File: config.mk
export PLATFORM = sky130hd
export DESIGN_NAME = qpdt_div
export DESIGN_NICKNAME = d
export VERILOG_FILES = /design/src/qpdt_pkg.sv /design/src/qpdt_div.sv
export SDC_FILE = /design/constraint.sdc
export NUM_CORES = 2
export LEC_CHECK = 0
export BUFFER_PORTS_ARGS = -buffer_cell sky130_fd_sc_hd__buf_4
export CAP_MARGIN = 20
export CELL_PAD_IN_SITES_DETAIL_PLACEMENT = 0
export CELL_PAD_IN_SITES_GLOBAL_PLACEMENT = 1
export CORE_MARGIN = 10
export CORE_UTILIZATION = 57
export CTS_CLUSTER_DIAMETER = 60
export CTS_CLUSTER_SIZE = 24
export DETAILED_ROUTE_END_ITERATION = 8
export PLACE_DENSITY = 0.81
export SLEW_MARGIN = 20
export SYNTH_ARGS = -nofsm -noshare
export SYNTH_HDL_FRONTEND = slang
export SYNTH_SLANG_ARGS = --single-unit
export TNS_END_PERCENT = 100
File: constraint.sdc
create_clock -name i_clk -period 5.4 [get_ports i_clk]
set_input_delay 0.54 -clock i_clk [delete_from_list [all_inputs] [get_ports i_clk]]
set_output_delay 0.54 -clock i_clk [all_outputs]
set_load 0.05 [all_outputs]
File: src/qpdt_pkg.sv
// Package for the quaternion PD orientation torque core: widths, register indexes,
// CORDIC arctangent table and shared helper functions. No dependencies.
`default_nettype none
package qpdt_pkg;
    localparam int QW = 16;
    localparam int TW = 32;
    localparam int CORDIC_STEPS = 16;
    localparam int ROOT_BITS = 15;
    localparam int DIV_BITS = 30;
    localparam int REG_IDX_W = 3;

    localparam logic [REG_IDX_W-1:0] REG_TARGET_W = 3'd0;
    localparam logic [REG_IDX_W-1:0] REG_TARGET_X = 3'd1;
    localparam logic [REG_IDX_W-1:0] REG_TARGET_Y = 3'd2;
    localparam logic [REG_IDX_W-1:0] REG_TARGET_Z = 3'd3;
    localparam logic [REG_IDX_W-1:0] REG_SPRING   = 3'd4;
    localparam logic [REG_IDX_W-1:0] REG_DAMPING  = 3'd5;

    localparam logic signed [15:0] ONE_Q14 = 16'sd16384;
    localparam logic signed [19:0] HALF_PI_Q16 = 20'sd102944;
    localparam logic signed [19:0] PI_Q16 = 20'sd205887;
    localparam logic [14:0] ANGLE_STOP = 15'd41;

    typedef struct packed {
        logic signed [15:0] w;
        logic signed [15:0] x;
        logic signed [15:0] y;
        logic signed [15:0] z;
    } t_quat;

    typedef struct packed {
        logic signed [15:0] x;
        logic signed [15:0] y;
        logic signed [15:0] z;
    } t_vec16;

    typedef struct packed {
        logic signed [31:0] x;
        logic signed [31:0] y;
        logic signed [31:0] z;
        logic               stop;
    } t_result;

    function automatic logic signed [19:0] atan_q16(input int i);
        unique case (i)
            0: return 20'sd51472;
            1: return 20'sd30386;
            2: return 20'sd16055;
            3: return 20'sd8150;
            4: return 20'sd4091;
            5: return 20'sd2047;
            6: return 20'sd1024;
            7: return 20'sd512;
            8: return 20'sd256;
            9: return 20'sd128;
            10: return 20'sd64;
            11: return 20'sd32;
            12: return 20'sd16;
            13: return 20'sd8;
            14: return 20'sd4;
            default: return 20'sd2;
        endcase
    endfunction

    function automatic logic signed [15:0] round_q14(input logic signed [33:0] acc);
        logic signed [33:0] t;
        t = (acc + 34'sd8192) >>> 14;
        if (t > 34'sd32767) return 16'sh7fff;
        if (t < -34'sd32768) return 16'sh8000;
        return t[15:0];
    endfunction
endpackage
`default_nettype wire

File: src/qpdt_div.sv
// Pipelined restoring divider: one quotient bit per stage, stalls with enable.
// Depends on qpdt_pkg. Divides a 30-bit magnitude by a 15-bit root.
`default_nettype none
module qpdt_div #(
    parameter int NB = qpdt_pkg::DIV_BITS,
    parameter int DB = qpdt_pkg::ROOT_BITS
) (
    input  wire logic          i_clk,
    input  wire logic          i_en,
    input  wire logic [NB-1:0] i_num,
    input  wire logic [DB-1:0] i_den,
    output logic      [NB-1:0] o_quo
);
    logic [NB-1:0] r_num [NB+1];
    logic [DB:0]   r_rem [NB+1];
    logic [DB-1:0] r_den [NB+1];

    always_comb begin
        r_num[0] = i_num;
        r_rem[0] = '0;
        r_den[0] = i_den;
    end

    for (genvar k = 0; k < NB; k++) begin : g_st
        logic [DB+1:0] n_sh;
        logic [DB+1:0] n_df;
        assign n_sh = {r_rem[k], r_num[k][NB-1-k]};
        assign n_df = n_sh - {2'b00, r_den[k]};
        always_ff @(posedge i_clk) begin
            if (i_en) begin
                r_den[k+1] <= r_den[k];
                if (!n_df[DB+1]) begin
                    r_rem[k+1] <= n_df[DB:0];
                    r_num[k+1] <= r_num[k] | (NB'(1) << (NB-1-k));
                end else begin
                    r_rem[k+1] <= n_sh[DB:0];
                    r_num[k+1] <= r_num[k] & ~(NB'(1) << (NB-1-k));
                end
            end
        end
    end

    assign o_quo = r_num[NB];
endmodule
`default_nettype wire

==> results.sh <==
export IMPL_drc=0
export IMPL_cts_root_buf="clkbuf_16"
export IMPL_die_area_um2=159000
export IMPL_ys_warn_count=0
export IMPL_drt_iter0_drc=3125
export IMPL_path_class="flop to flop"
export IMPL_dpl_cell_count=7970
export IMPL_drtPass1Iterations=6
export IMPL_grt_pass1_vias=44400
export IMPL_crit_path_start_kind="flop"
export IMPL_synth_top_area_share_pct=66.2
export IMPL_std_cell_rows=138
export IMPL_fin_nets=6777
export IMPL_die_w_um=398
export IMPL_areaGrowthSynthToFinish_pct=9.83
export IMPL_drive_gt1_share_pct=7.71
export IMPL_power_mw=50.8
export IMPL_worst_pin_slew_ns=1.06
export IMPL_via_per_inst=5.54
export IMPL_arrival_ns=4.10
export IMPL_cts_buffer_depth=3
export IMPL_hold_worst_slack_ns=0.160
export IMPL_post_cts_buffers=0
export IMPL_tns_ns=0
export IMPL_hold_viol=0
export IMPL_h_tree_depth=4
export IMPL_dpl_hpwl_um=101000
export IMPL_rsz0062_at_grt="no"
export IMPL_cts_buffers=138
export IMPL_slew_headroom_pct=29.4
export IMPL_max_clock_freq_mhz=278
export IMPL_start_util_pct=57.5
export IMPL_synth_distinct_cells=68
export IMPL_clk_pin_slew_worst_paths_ns=0.09
export IMPL_p_leak_nw=34.4
export IMPL_status="finished, final reports clean"
export IMPL_final_common_cell="edfxtp_1"
export IMPL_place_area_um2=84400
export IMPL_grt_overflow_total=0
export IMPL_grt_pass1_wl_um=234000
export IMPL_synth_area_per_cell_um2=13.4
export IMPL_num_io_pins=77
export IMPL_synth_area_top_cells="edfxtp_1 66%, ha_1 6.7%, o21ai_0 2.7%"
export IMPL_drt_total_wl_um=145000
export IMPL_ir_drop_v=0.000318
export IMPL_grt_usage_pct=18.2
export IMPL_hold_path_depth=3
export IMPL_antenna_found_initial=0
export IMPL_slew_viol_final=0
export IMPL_postCtsHoldBufs=44
export IMPL_ant_nets=0
export IMPL_setup_viol=0
export IMPL_rr_worst_depth=8
export IMPL_required_ns=5.90
export IMPL_synth_seq_cells=1799
export IMPL_ys_flop_type="edfxtp_1"
export IMPL_final_cells=8260
export IMPL_finalClockSkew_ns=0.0269
export IMPL_syn_inst=6083
export IMPL_core_area_um2=142000
export IMPL_final_area_um2=89600
export IMPL_hold_class="input port to flop"
export IMPL_post_drt_wl_per_cell_um=17.5
export IMPL_post_route_period_util_pct=66.6
export IMPL_grt_max_degree=169
export IMPL_syn_area_um2=81600
export IMPL_die_h_um=398
export IMPL_yosysTopAreaCell="edfxtp_1"
export IMPL_finalCriticalPeriod_ns=3.60
export IMPL_num_vias=45800
export IMPL_io_buffers=76
export IMPL_synth_edf_count=1799
export IMPL_cap_violations=0
export IMPL_clock_latency_ns=0.77
export IMPL_end_kind="flop"
export IMPL_ys_async_sr_fraction_pct=0
export IMPL_cts_resized=0
export IMPL_cts_tree="built"
export IMPL_seq_area_frac_synth_pct=66.2
export IMPL_place_congestion=0.889
export IMPL_cts_sinks=1799
export IMPL_power_density_nw_per_um2=567
export IMPL_layout_common_cells="1799 x edfxtp_1, 543 x inv_1, 526 x nand2_1"
export IMPL_cp_max_fo=17
-- where the power goes --
group	total, mW	internal (mW)	switching [mW]	leakage, nW
clock network	10.5	5.29	5.25	2.28
logic	18.9	7.97	11.0	14.5
registers	21.3	19.6	1.71	17.6
total	50.8	32.9	17.9	34.4
-- worst paths after layout --
| path | start | endpoint | slack, ns |
|---|---|---|---|
| worst max-delay path | r_den[75]$_DFFE_PP_ | g_st[26].n_sh[10]$_DFFE_PP_ | 1.80 |
| worst min-delay path | i_num[29] | g_st[1].n_sh[1]$_DFFE_PP_ | 0.16 |
| worst max register to register | r_den[75]$_DFFE_PP_ | g_st[26].n_sh[10]$_DFFE_PP_ | 1.80 |
| worst min register to register | r_num[549]$_DFFE_PP_ | r_num[519]$_DFFE_PP_ | 0.39 |
-- per-stage QoR --
step                      setup slack [ns]  util, %
after floorplan                       2.43        -
after global routing                  1.59     63.1
after detailed placement              1.84     59.5
after CTS                             1.77     63.1
final                                 1.80     63.1
after global placement                1.92     59.5
-- worst max-delay path: stages (launching register included) --
cell and delay [ns]:
edfxtp_1 0.46, ha_1 0.26, fa_1 0.41, nand2b_1 0.18
a211oi_1 0.39, o211ai_1 0.28, a2111o_1 0.51, nor2_4 0.46
mux2_2 0.39
-- final cells by class --
type,count,area [um2]
inverters,543,2040
diodes,1,2.50
fillers,10600,52300
clock buffers,148,3600
flip-flops and latches,1799,54000
multi-input cells,3625,25000
well taps,1890,2360
repair buffers,159,1460
clock inverters,95,1120
-- flip-flops by register name (all words and copies together) (netlist names) --
name,cells
g_st.n_sh,493
r_num,841
o_quo,30
r_den,435
-- layer usage --
metal | up-vias | track usage (%) | wire [um]
met2 | 768 | 31.1 | 71600
met4 | 0 | 5.76 | 4110
met5 | - | 0 | 0
met3 | 236 | 2.61 | 4990
met1 | 21900 | 24.0 | 64200
li1 | 22900 | - | -
-- cell usage after synthesis, drive strengths merged, types with 22 or more instances --
cell type and number:
nand3 140, nor2 221, buf 55, nand2 526
ha 436, mux2 100, clkbuf 67, nand2b 127
fa 28, a31oi 34, nor3b 22, edfxtp 1799
a211oi 85, and2 24, nor3 87, or3 22
o21a 74, inv 543, a211o 26, nor4 40
a21o 76, xnor2 140, xor2 199, nand3b 24
o21ai 450, o31ai 50, o211ai 66, nor2b 35
and3 50, a21oi 379
-- cells by family after synthesis --
| logic type | share of synthesized area [%] |
|---|---|
| AOI/OAI and AO/OA | 10.1 |
| xor gates and xnor gates | 3.64 |
| adders and majority gates | 7.37 |
| buffers and inverters | 3.27 |
| DFF | 66.2 |
| muxes | 1.61 |
| other | 0.00460 |
| and+or+nand+nor | 7.81 |
No activity file was read; power rests on OpenSTA's default activity.
